**config.mk**
```make
export PLATFORM = sky130hd
export DESIGN_NAME = image_header_size_sniffer_core_flat
export DESIGN_NICKNAME = d
export VERILOG_FILES = /design/src/rtl/ihss_pkg.sv /design/src/rtl/ihss_if.sv /design/src/rtl/ihss_step.sv /design/src/rtl/image_header_size_sniffer_core.sv /design/src/flat_wrapper.sv
export SDC_FILE = /design/constraint.sdc
export NUM_CORES = 1
export LEC_CHECK = 0
export BUFFER_PORTS_ARGS = -buffer_cell sky130_fd_sc_hd__buf_2
export CAP_MARGIN = 5
export CORE_MARGIN = 3
export CORE_UTILIZATION = 47
export DETAILED_ROUTE_END_ITERATION = 8
export SLEW_MARGIN = 15
export SYNTH_ARGS = -nofsm -noshare
export SYNTH_HDL_FRONTEND = slang
export SYNTH_SLANG_ARGS = --single-unit
```
**constraint.sdc**
```tcl
create_clock -name clk -period 7.4 [get_ports clk]
set_clock_uncertainty 0.05 [all_clocks]
set_input_delay 0.37 -clock clk [delete_from_list [all_inputs] [get_ports clk]]
set_output_delay 0.37 -clock clk [all_outputs]
set_load 0.02 [all_outputs]
```
**src/rtl/ihss_pkg.sv**
```systemverilog
// ----------------------------------------------------------------------------
// ihss_pkg
// Shared types and constants for the image header size sniffer.
// ----------------------------------------------------------------------------
package ihss_pkg;

  localparam int INDEX_WIDTH_DEF = 32;
  localparam int DATA_W          = 8;
  localparam int DIM_W           = 32;
  localparam int SEG_W           = 16;

  typedef enum logic [2:0] {
    KIND_NONE = 3'd0,
    KIND_PNG  = 3'd1,
    KIND_GIF  = 3'd2,
    KIND_BMP  = 3'd3,
    KIND_JPEG = 3'd4,
    KIND_DEAD = 3'd5
  } format_kind_t;

  typedef enum logic [2:0] {
    PH_SEEK  = 3'd0,
    PH_MARK  = 3'd1,
    PH_LENHI = 3'd2,
    PH_LENLO = 3'd3,
    PH_SKIP  = 3'd4,
    PH_FRAME = 3'd5
  } jpeg_phase_t;

  // Signature and marker bytes
  localparam logic [7:0] SIG_PNG0  = 8'h89;
  localparam logic [7:0] SIG_P     = 8'h50;
  localparam logic [7:0] SIG_N     = 8'h4e;
  localparam logic [7:0] SIG_G     = 8'h47;
  localparam logic [7:0] SIG_I     = 8'h49;
  localparam logic [7:0] SIG_F     = 8'h46;
  localparam logic [7:0] SIG_B     = 8'h42;
  localparam logic [7:0] SIG_M     = 8'h4d;
  localparam logic [7:0] MK_PREFIX = 8'hff;
  localparam logic [7:0] MK_SOI    = 8'hd8;
  localparam logic [7:0] MK_TEM    = 8'h01;
  localparam logic [7:0] MK_RST0   = 8'hd0;
  localparam logic [7:0] MK_RST7   = 8'hd7;
  localparam logic [7:0] MK_EOI    = 8'hd9;
  localparam logic [7:0] MK_SOS    = 8'hda;
  localparam logic [7:0] MK_SOF_LO = 8'hc0;
  localparam logic [7:0] MK_SOF_HI = 8'hcf;
  localparam logic [7:0] MK_DHT    = 8'hc4;
  localparam logic [7:0] MK_JPG    = 8'hc8;
  localparam logic [7:0] MK_DAC    = 8'hcc;

  typedef struct packed {
    format_kind_t      kind;
    jpeg_phase_t       phase;
    logic [7:0]        marker_code;
    logic [SEG_W-1:0]  segment_left;
    logic [DIM_W-1:0]  held_width;
    logic [DIM_W-1:0]  field_shift;
    logic              result_given;
  } parse_state_t;

  localparam parse_state_t PARSE_RESET = '{
    kind:         KIND_NONE,
    phase:        PH_SEEK,
    marker_code:  8'h00,
    segment_left: '0,
    held_width:   '0,
    field_shift:  '0,
    result_given: 1'b0
  };

endpackage

```
**src/rtl/ihss_if.sv**
```systemverilog
// ----------------------------------------------------------------------------
// ihss channel interfaces
// Valid/ready channels for the byte stream in and the size result out.
// ----------------------------------------------------------------------------
interface ihss_in_if;
  logic                       valid;
  logic                       ready;
  logic [ihss_pkg::DATA_W-1:0] data_byte;
  logic                       last_byte;

  modport source (output valid, data_byte, last_byte, input ready);
  modport sink   (input valid, data_byte, last_byte, output ready);
endinterface

interface ihss_out_if;
  logic                       valid;
  logic                       ready;
  logic                       found;
  logic [ihss_pkg::DIM_W-1:0] image_width;
  logic [ihss_pkg::DIM_W-1:0] image_height;

  modport source (output valid, found, image_width, image_height, input ready);
  modport sink   (input valid, found, image_width, image_height, output ready);
endinterface

```
**src/rtl/ihss_step.sv**
```systemverilog
// ----------------------------------------------------------------------------
// ihss_step
// One-byte parse step: next parse state, byte index and result.
// ----------------------------------------------------------------------------
module ihss_step #(
  parameter int INDEX_WIDTH = ihss_pkg::INDEX_WIDTH_DEF
) (
  input  ihss_pkg::parse_state_t       st,
  input  logic [INDEX_WIDTH-1:0]       idx,
  input  logic [ihss_pkg::DATA_W-1:0]  b,
  input  logic                         last,
  output ihss_pkg::parse_state_t       st_nxt,
  output logic [INDEX_WIDTH-1:0]       idx_nxt,
  output logic                         emit,
  output logic                         found,
  output logic [ihss_pkg::DIM_W-1:0]   width,
  output logic [ihss_pkg::DIM_W-1:0]   height
);

  // OR a byte into one of four little-endian byte lanes
  function automatic logic [ihss_pkg::DIM_W-1:0] or_lane(
    input logic [ihss_pkg::DIM_W-1:0]  word,
    input logic [ihss_pkg::DATA_W-1:0] v,
    input logic [1:0]                  lane
  );
    logic [ihss_pkg::DIM_W-1:0] ext;
    ext = {24'h0, v};
    return word | (ext << {lane, 3'b000});
  endfunction

  logic                       hit;
  logic                       is_frame;
  logic [ihss_pkg::SEG_W-1:0] seg_len;
  logic [ihss_pkg::DIM_W-1:0] bmp_h;

  assign is_frame = (st.marker_code >= ihss_pkg::MK_SOF_LO) &&
                    (st.marker_code <= ihss_pkg::MK_SOF_HI) &&
                    (st.marker_code != ihss_pkg::MK_DHT) &&
                    (st.marker_code != ihss_pkg::MK_JPG) &&
                    (st.marker_code != ihss_pkg::MK_DAC);
  assign seg_len = st.segment_left | {8'h00, b};
  assign bmp_h   = or_lane(st.field_shift, b, 2'(idx[1:0] - 2'd2));

  always_comb begin
    st_nxt = st;
    hit    = 1'b0;
    if (!st.result_given && st.kind != ihss_pkg::KIND_DEAD) begin
      if (idx == '0) begin
        if (b == ihss_pkg::SIG_PNG0)       st_nxt.kind = ihss_pkg::KIND_PNG;
        else if (b == ihss_pkg::SIG_G)     st_nxt.kind = ihss_pkg::KIND_GIF;
        else if (b == ihss_pkg::SIG_B)     st_nxt.kind = ihss_pkg::KIND_BMP;
        else if (b == ihss_pkg::MK_PREFIX) st_nxt.kind = ihss_pkg::KIND_JPEG;
        else                               st_nxt.kind = ihss_pkg::KIND_DEAD;
      end else begin
        unique case (st.kind)
          ihss_pkg::KIND_PNG: begin
            if ((idx == INDEX_WIDTH'(1) && b != ihss_pkg::SIG_P) ||
                (idx == INDEX_WIDTH'(2) && b != ihss_pkg::SIG_N) ||
                (idx == INDEX_WIDTH'(3) && b != ihss_pkg::SIG_G)) begin
              st_nxt.kind = ihss_pkg::KIND_DEAD;
            end else if (idx >= INDEX_WIDTH'(16) && idx <= INDEX_WIDTH'(19)) begin
              st_nxt.held_width = {st.held_width[23:0], b};
            end else if (idx >= INDEX_WIDTH'(20) && idx <= INDEX_WIDTH'(23)) begin
              st_nxt.field_shift = {st.field_shift[23:0], b};
              hit = (idx == INDEX_WIDTH'(23));
            end
          end
          ihss_pkg::KIND_GIF: begin
            if ((idx == INDEX_WIDTH'(1) && b != ihss_pkg::SIG_I) ||
                (idx == INDEX_WIDTH'(2) && b != ihss_pkg::SIG_F)) begin
              st_nxt.kind = ihss_pkg::KIND_DEAD;
            end else if (idx == INDEX_WIDTH'(6) || idx == INDEX_WIDTH'(7)) begin
              st_nxt.held_width = or_lane(st.held_width, b, 2'(idx[1:0] - 2'd2));
            end else if (idx == INDEX_WIDTH'(8) || idx == INDEX_WIDTH'(9)) begin
              st_nxt.field_shift = or_lane(st.field_shift, b, idx[1:0]);
              hit = (idx == INDEX_WIDTH'(9));
            end
          end
          ihss_pkg::KIND_BMP: begin
            if (idx == INDEX_WIDTH'(1) && b != ihss_pkg::SIG_M) begin
              st_nxt.kind = ihss_pkg::KIND_DEAD;
            end else if (idx >= INDEX_WIDTH'(18) && idx <= INDEX_WIDTH'(21)) begin
              st_nxt.held_width = or_lane(st.held_width, b, 2'(idx[1:0] - 2'd2));
            end else if (idx >= INDEX_WIDTH'(22) && idx <= INDEX_WIDTH'(25)) begin
              st_nxt.field_shift = bmp_h;
              if (idx == INDEX_WIDTH'(25)) begin
                // top-down bitmap: keep the magnitude
                if (bmp_h[31]) st_nxt.field_shift = 32'(~bmp_h + 32'd1);
                hit = 1'b1;
              end
            end
          end
          ihss_pkg::KIND_JPEG: begin
            if (idx == INDEX_WIDTH'(1)) begin
              if (b == ihss_pkg::MK_SOI) st_nxt.phase = ihss_pkg::PH_SEEK;
              else                       st_nxt.kind  = ihss_pkg::KIND_DEAD;
            end else begin
              unique case (st.phase)
                ihss_pkg::PH_SEEK: begin
                  if (b == ihss_pkg::MK_PREFIX) st_nxt.phase = ihss_pkg::PH_MARK;
                end
                ihss_pkg::PH_MARK: begin
                  if (b == ihss_pkg::MK_SOI || b == ihss_pkg::MK_TEM ||
                      (b >= ihss_pkg::MK_RST0 && b <= ihss_pkg::MK_RST7)) begin
                    st_nxt.phase = ihss_pkg::PH_SEEK;
                  end else if (b == ihss_pkg::MK_EOI || b == ihss_pkg::MK_SOS) begin
                    st_nxt.kind = ihss_pkg::KIND_DEAD;
                  end else begin
                    st_nxt.marker_code = b;
                    st_nxt.phase       = ihss_pkg::PH_LENHI;
                  end
                end
                ihss_pkg::PH_LENHI: begin
                  st_nxt.segment_left = {b, 8'h00};
                  st_nxt.phase        = ihss_pkg::PH_LENLO;
                end
                ihss_pkg::PH_LENLO: begin
                  if (seg_len < 16'd2) begin
                    st_nxt.kind = ihss_pkg::KIND_DEAD;
                  end else if (is_frame) begin
                    st_nxt.segment_left = '0;
                    st_nxt.field_shift  = '0;
                    st_nxt.held_width   = '0;
                    st_nxt.phase        = ihss_pkg::PH_FRAME;
                  end else begin
                    st_nxt.segment_left = seg_len - 16'd2;
                    st_nxt.phase = (seg_len != 16'd2) ? ihss_pkg::PH_SKIP
                                                      : ihss_pkg::PH_SEEK;
                  end
                end
                ihss_pkg::PH_SKIP: begin
                  st_nxt.segment_left = st.segment_left - 16'd1;
                  if (st.segment_left == 16'd1) st_nxt.phase = ihss_pkg::PH_SEEK;
                end
                ihss_pkg::PH_FRAME: begin
                  // counter 0: precision, 1-2 height, 3-4 width, 5 report
                  if (st.segment_left == 16'd5) begin
                    hit = 1'b1;
                  end else begin
                    if (st.segment_left == 16'd1 || st.segment_left == 16'd2)
                      st_nxt.field_shift = {16'h0, st.field_shift[7:0], b};
                    else if (st.segment_left == 16'd3 || st.segment_left == 16'd4)
                      st_nxt.held_width = {16'h0, st.held_width[7:0], b};
                    st_nxt.segment_left = st.segment_left + 16'd1;
                  end
                end
                default: st_nxt.kind = ihss_pkg::KIND_DEAD;
              endcase
            end
          end
          default: st_nxt.kind = ihss_pkg::KIND_DEAD;
        endcase
      end
    end

    if (hit) st_nxt.result_given = 1'b1;
    idx_nxt = (idx == '1) ? idx : idx + INDEX_WIDTH'(1);

    emit   = hit || (last && !st.result_given);
    found  = hit;
    width  = hit ? st_nxt.held_width  : '0;
    height = hit ? st_nxt.field_shift : '0;

    if (last) begin
      st_nxt  = ihss_pkg::PARSE_RESET;
      idx_nxt = '0;
    end
  end

endmodule

```
**src/rtl/image_header_size_sniffer_core.sv**
```systemverilog
// ----------------------------------------------------------------------------
// image_header_size_sniffer_core
// Streams the bytes of one image file, flagged on the last byte, and reports
// its width and height. PNG, GIF and BMP sizes come from fixed header
// offsets (BMP height as magnitude); JPEG is walked marker by marker to the
// first start-of-frame segment. Each image gives exactly one result: found=1
// as soon as the size is known, or found=0 with zero size at the last byte
// when no size was found: unknown format, truncated or malformed data. Bytes
// after a found result are absorbed up to the last byte. One byte is taken
// per clock while the result register can take a result; a byte passes the
// input register, the combinational parse logic and the result register.
// The result register loads when the byte moves on from the input register.
// The result register frees the input side for one byte: while a result
// waits, one more transfer is taken into the input register, and the input
// then stalls until the receiver takes the waiting result.
// ----------------------------------------------------------------------------
module image_header_size_sniffer_core #(
  parameter int INDEX_WIDTH = ihss_pkg::INDEX_WIDTH_DEF
) (
  input  logic       clk,
  input  logic       rst_n,
  ihss_in_if.sink    in_ch,
  ihss_out_if.source out_ch
);

  // Input register stage
  logic                         s1_valid_r;
  logic [ihss_pkg::DATA_W-1:0]  s1_byte_r;
  logic                         s1_last_r;

  // Parse state, byte position within the current image
  ihss_pkg::parse_state_t       st_r, st_nxt;
  logic [INDEX_WIDTH-1:0]       idx_r, idx_nxt;

  // Result register
  logic                         out_valid_r;
  logic                         found_r;
  logic [ihss_pkg::DIM_W-1:0]   width_r;
  logic [ihss_pkg::DIM_W-1:0]   height_r;

  logic                         emit;
  logic                         found;
  logic [ihss_pkg::DIM_W-1:0]   width;
  logic [ihss_pkg::DIM_W-1:0]   height;
  logic                         out_free;
  logic                         s1_fire;

  // The stage-1 byte moves on whenever the result slot can take a result.
  assign out_free     = !out_valid_r || out_ch.ready;
  assign s1_fire      = s1_valid_r && out_free;
  assign in_ch.ready  = !s1_valid_r || s1_fire;

  ihss_step #(
    .INDEX_WIDTH (INDEX_WIDTH)
  ) u_step (
    .st      (st_r),
    .idx     (idx_r),
    .b       (s1_byte_r),
    .last    (s1_last_r),
    .st_nxt  (st_nxt),
    .idx_nxt (idx_nxt),
    .emit    (emit),
    .found   (found),
    .width   (width),
    .height  (height)
  );

  // Control registers
  always_ff @(posedge clk) begin
    if (!rst_n) begin
      s1_valid_r  <= 1'b0;
      st_r        <= ihss_pkg::PARSE_RESET;
      idx_r       <= '0;
      out_valid_r <= 1'b0;
    end else begin
      if (in_ch.ready) s1_valid_r <= in_ch.valid;
      if (s1_fire) begin
        st_r  <= st_nxt;
        idx_r <= idx_nxt;
      end
      if (s1_fire && emit) out_valid_r <= 1'b1;
      else if (out_ch.ready) out_valid_r <= 1'b0;
    end
  end

  // Payload registers
  always_ff @(posedge clk) begin
    if (in_ch.ready && in_ch.valid) begin
      s1_byte_r <= in_ch.data_byte;
      s1_last_r <= in_ch.last_byte;
    end
    if (s1_fire && emit) begin
      found_r  <= found;
      width_r  <= width;
      height_r <= height;
    end
  end

  assign out_ch.valid        = out_valid_r;
  assign out_ch.found        = found_r;
  assign out_ch.image_width  = width_r;
  assign out_ch.image_height = height_r;

  // The last byte always returns the parser to its start state.
  a_last_resets: assert property (@(posedge clk) disable iff (!rst_n)
    s1_fire && s1_last_r |=> idx_r == '0 && st_r.kind == ihss_pkg::KIND_NONE)
    else $error("parser not cleared after last byte");

  // A reported size means a recognized, live format.
  a_given_kind: assert property (@(posedge clk) disable iff (!rst_n)
    st_r.result_given |-> st_r.kind != ihss_pkg::KIND_NONE &&
                          st_r.kind != ihss_pkg::KIND_DEAD)
    else $error("result flagged without a recognized format");

  // A new result never overwrites one still waiting.
  a_no_overwrite: assert property (@(posedge clk) disable iff (!rst_n)
    s1_fire && emit |-> !out_valid_r || out_ch.ready)
    else $error("result register overwritten");

  // A not-found result carries zero size.
  a_zero_miss: assert property (@(posedge clk) disable iff (!rst_n)
    out_valid_r && !found_r |-> width_r == '0 && height_r == '0)
    else $error("non-zero size on a not-found result");

  // No second result once the size was given, until the last byte.
  a_single: assert property (@(posedge clk) disable iff (!rst_n)
    s1_fire && st_r.result_given |-> !emit)
    else $error("second result for one image");

endmodule

```
**src/flat_wrapper.sv**
```systemverilog
// flat-port wrapper written by rule: the top's interface ports become plain ports
module image_header_size_sniffer_core_flat 
#(
  parameter int INDEX_WIDTH = ihss_pkg::INDEX_WIDTH_DEF
)
  (clk, rst_n, in_ch_valid, in_ch_data_byte, in_ch_last_byte, in_ch_ready, out_ch_valid, out_ch_found, out_ch_image_width, out_ch_image_height, out_ch_ready);
  ihss_in_if in_ch_i ();
  ihss_out_if out_ch_i ();
  input  logic clk;
  input  logic rst_n;
  input wire logic [$bits(in_ch_i.valid)-1:0] in_ch_valid;
  input wire logic [$bits(in_ch_i.data_byte)-1:0] in_ch_data_byte;
  input wire logic [$bits(in_ch_i.last_byte)-1:0] in_ch_last_byte;
  output wire logic [$bits(in_ch_i.ready)-1:0] in_ch_ready;
  output wire logic [$bits(out_ch_i.valid)-1:0] out_ch_valid;
  output wire logic [$bits(out_ch_i.found)-1:0] out_ch_found;
  output wire logic [$bits(out_ch_i.image_width)-1:0] out_ch_image_width;
  output wire logic [$bits(out_ch_i.image_height)-1:0] out_ch_image_height;
  input wire logic [$bits(out_ch_i.ready)-1:0] out_ch_ready;
  assign in_ch_i.valid = in_ch_valid;
  assign in_ch_i.data_byte = in_ch_data_byte;
  assign in_ch_i.last_byte = in_ch_last_byte;
  assign in_ch_ready = in_ch_i.ready;
  assign out_ch_valid = out_ch_i.valid;
  assign out_ch_found = out_ch_i.found;
  assign out_ch_image_width = out_ch_i.image_width;
  assign out_ch_image_height = out_ch_i.image_height;
  assign out_ch_i.ready = out_ch_ready;
  image_header_size_sniffer_core #(.INDEX_WIDTH(INDEX_WIDTH)) u_core (.clk(clk), .rst_n(rst_n), .in_ch(in_ch_i), .out_ch(out_ch_i));
endmodule
```
==> metrics.md <==
| Metric | Value |
|---|---|
| Total die area | `30270 µm²` |
| Worst EP required | `7590 ps` |
| CP most frequent cell | `nor2_1` |
| Total GRT Usage | `a little under a third` |
| First-pass GRT wire length | `73730 µm` |
| Site row count | `60` |
| Synth async-reset ratio | `0%` |
| Max clock buf depth | `3` |
| Hold Crit Class | `input pin to register` |
| Period utilisation layout | `approximately 65%` |
| Total CTS buffers | `23` |
| Leakage power | `around 5.4 nW` |
| Tmin final | `4783 ps` |
| RSZ-0062 raised after global routing | `no` |
| Clk Latency, worst-skew pair | `530 ps` |
| Crit Path Class | `register to register` |
| Fin. max-slew vios | `0` |
| Post-Layout Cell Count | `between 2000 and 2500` |
| Critical path's largest stage delay | `roughly 960 ps` |
| CP arrival | `just under 5000 ps` |
| Nets@finish | `1707` |
| Drt first-iter violations | `1939` |
| Core area | `roughly 27000 µm²` |
| Worst-path cell chain | `nor2_1 -> and4_1 -> a2111oi_1 -> nor3b_1 -> a211oi_4 -> nand2_1 -> a221o_1 -> nor2_1 -> nor2_1` |
| Worst vdd ir | `about 0.18 mV` |
| Final RePlAce weighted congestion | `just over 1` |
| Port buffer count | `slightly below 80` |
| Via/cell ratio | `between 6 and 7` |
| WL final | `between 40000 and 50000 µm` |
| Final Cell Area | `about 15000 µm²` |
| Layout cells sized above 1 | `approximately an eighth` |
| Pwr Total | `approximately 2.5 mW` |
| Largest net degree at the start of global routing | `64` |
| Post-Syn Nets | `1699` |
| Setup TNS Final | `0 ps` |
| Final Hold Viols | `0` |
| Buf/Inv on CP | `0` |
| I/O pin count | `80` |
| Mapped Cells | `roughly 1700` |
| Fmax | `around 0.21 GHz` |
| Synth top cells by count | `206 x nand2_1, 187 x nor2_1, 160 x a21oi_1` |
| CTS tree | `yes` |
| Share of the synthesized area in the top cell type | `19.47%` |
| First-pass DRT Iterations | `6` |
| Yosys reg bits | `203` |
| Cell Pwr Density | `172.4 nW/µm²` |
| Slowest CP cell | `edfxtp_1` |
| Yosys cell types | `96` |
| # DRC | `0` |
| Synth top area cells | `dfxtp_1 19%, edfxtp_1 17%, a21oi_1 6.0%` |
| Via Count | `about 13000` |
| Ys Warns | `0` |
| Cell with the most instances after synthesis | `nand2_1` |
| Crit path max fanout | `24` |
| Htree depth | `1` |
| Final setup vio count | `0` |
| CP top delay family | `compound AO/OA/AOI/OAI gates` |
| Routed Antenna Nets | `0` |
| Post-CTS Setup Bufs | `0` |
| Overflow after GRT | `0` |
| Clock root buffer | `clkbuf_16` |
| Mapped cell area | `about 13000 µm²` |
| Sink Count | `approximately 200` |
| Post-synth EDFFs | `74` |
| WHS | `between 50 and 60 ps` |
| Layout area overhead | `10.02%` |
| Diodes inserted | `0` |
| Post-cts sizing count | `0` |
| Slew @ Worst Pin | `1146 ps` |
| Initial Util | `around half` |
| CP Capture Type | `register` |
| Final HPWL DP | `roughly 33000 µm` |
| Clk pin slew, worst setup/hold paths | `approximately 70 ps` |
| Post-synth top flop | `dfxtp_1` |
| Placed instance area | `between 10000 and 15000 µm²` |
| Rel. slew slack | `23.21%` |
| DIE HEIGHT | `174.0 µm` |
| Sequential fraction of the synthesis area | `between 30 and 40%` |
| Status | `completed` |
| Max-cap violation count | `0` |
| Chip Width | `around 170 µm` |
| Vias in the first global route | `about 12000` |
| Cell taking the most area after synthesis | `dfxtp_1` |
| Critical Path Source Type | `register` |
| Hold buffer count at CTS | `9` |
| Mapped Avg Cell Area | `7.919 µm²` |
| Placed Cells | `~2000` |
| Routed length per placed instance | `about 23 µm` |
| Initial antenna violation count | `0` |
==> worst reg2reg max path, cell delays in order (launching register included) <==
cell and delay, ps:
edfxtp_1 960, nor2_1 350, and4_1 330, a2111oi_1 740
nor3b_1 170, a211oi_4 780, nand2_1 500, a221o_1 410
nor2_1 130, nor2_1 60
==> flip-flops by register name (all words and copies together), names as in the netlist <==
| register | cells |
|---|---|
| u_core.s1_valid_r | 1 |
| u_core.st_r | 95 |
| u_core.out_ch.found | 1 |
| u_core.s1_last_r | 1 |
| u_core.s1_byte_r | 8 |
| u_core.out_ch.image_height | 32 |
| u_core.idx_r | 32 |
| u_core.out_ch.image_width | 32 |
| u_core.out_ch.valid | 1 |
==> power breakdown <==
part / total [mW] / switching (mW) / leakage [nW] / internal, mW
Sequential: 1.19 / 0.0172 / 1.73 / 1.17
Combinational: 0.272 / 0.198 / 3.34 / 0.0734
Clock: 1.06 / 0.457 / 0.334 / 0.600
Total: 2.52 / 0.672 / 5.40 / 1.84
==> logic make-up (layout without fill, tap and decap cells) <==
family	count (synthesis)	after routing	synth area share, %
adder cells (fa/ha/maj)	11	11	1.038
XOR/XNOR	55	55	3.632
flip-flops	203	203	36.22
multiplexers	32	32	2.519
AO/OA/AOI/OAI	545	545	27.09
AND/OR/NAND/NOR	675	675	24.78
buffers and inverters	154	176	4.716
==> layer usage <==
layer	vias up	GRT usage (%)	wire [µm]
met2	689	47.38	21000
met4	0	12.20	2251
met5	-	0	0
met1	6366	41.40	20150
li1	6198	-	-
met3	140	5.636	4308
==> stage by stage <==
step / util (%) / setup slack (ps)
2_1_floorplan: - / 1529
3_3_place_gp: 50.61 / 2994
5_1_grt: 53.40 / 2382
3_5_place_dp: 50.61 / 2851
6_report: 53.40 / 2617
4_1_cts: 53.40 / 2798
==> placed cells by master (no fill, tap or decap), types with 25 or more instances in the layout <==
master    count
dfxtp_1     129
and2_1       25
buf_4        31
buf_2        79
o21ai_0     120
o211ai_1     28
nand3_1      57
nor2_1      185
edfxtp_1     74
nand4_1      26
nand2_1     206
xor2_1       39
a21oi_1     159
nor3_1       33
==> final cells by class <==
cell class / instances / area (µm²)
tap: 372 / 465.4
clock buffer: 34 / 646.9
inverter: 18 / 67.56
sequential: 203 / 4805
clock inverter: 5 / 25.02
fill: 2675 / 12730
multi-input combinational: 1318 / 7865
timing repair buffer: 119 / 718.2
==> final timing paths <==
path / slack [ps] / startpoint / endpoint / cells past startpoint
hold reg to reg: 430 / u_core.st_r[85]$_SDFFE_PN0P_ / u_core.st_r[85]$_SDFFE_PN0P_ / 2
setup reg to reg: 2620 / u_core.s1_byte_r[2]$_DFFE_PP_ / u_core.out_ch.image_height[3]$_SDFFCE_PN0P_ / 9
hold / removal: 60 / in_ch_valid / u_core.s1_valid_r$_SDFFE_PN0N_ / 3
setup / recovery: 2620 / u_core.s1_byte_r[2]$_DFFE_PP_ / u_core.out_ch.image_height[3]$_SDFFCE_PN0P_ / 9
(Power assumes the default switching activity.)
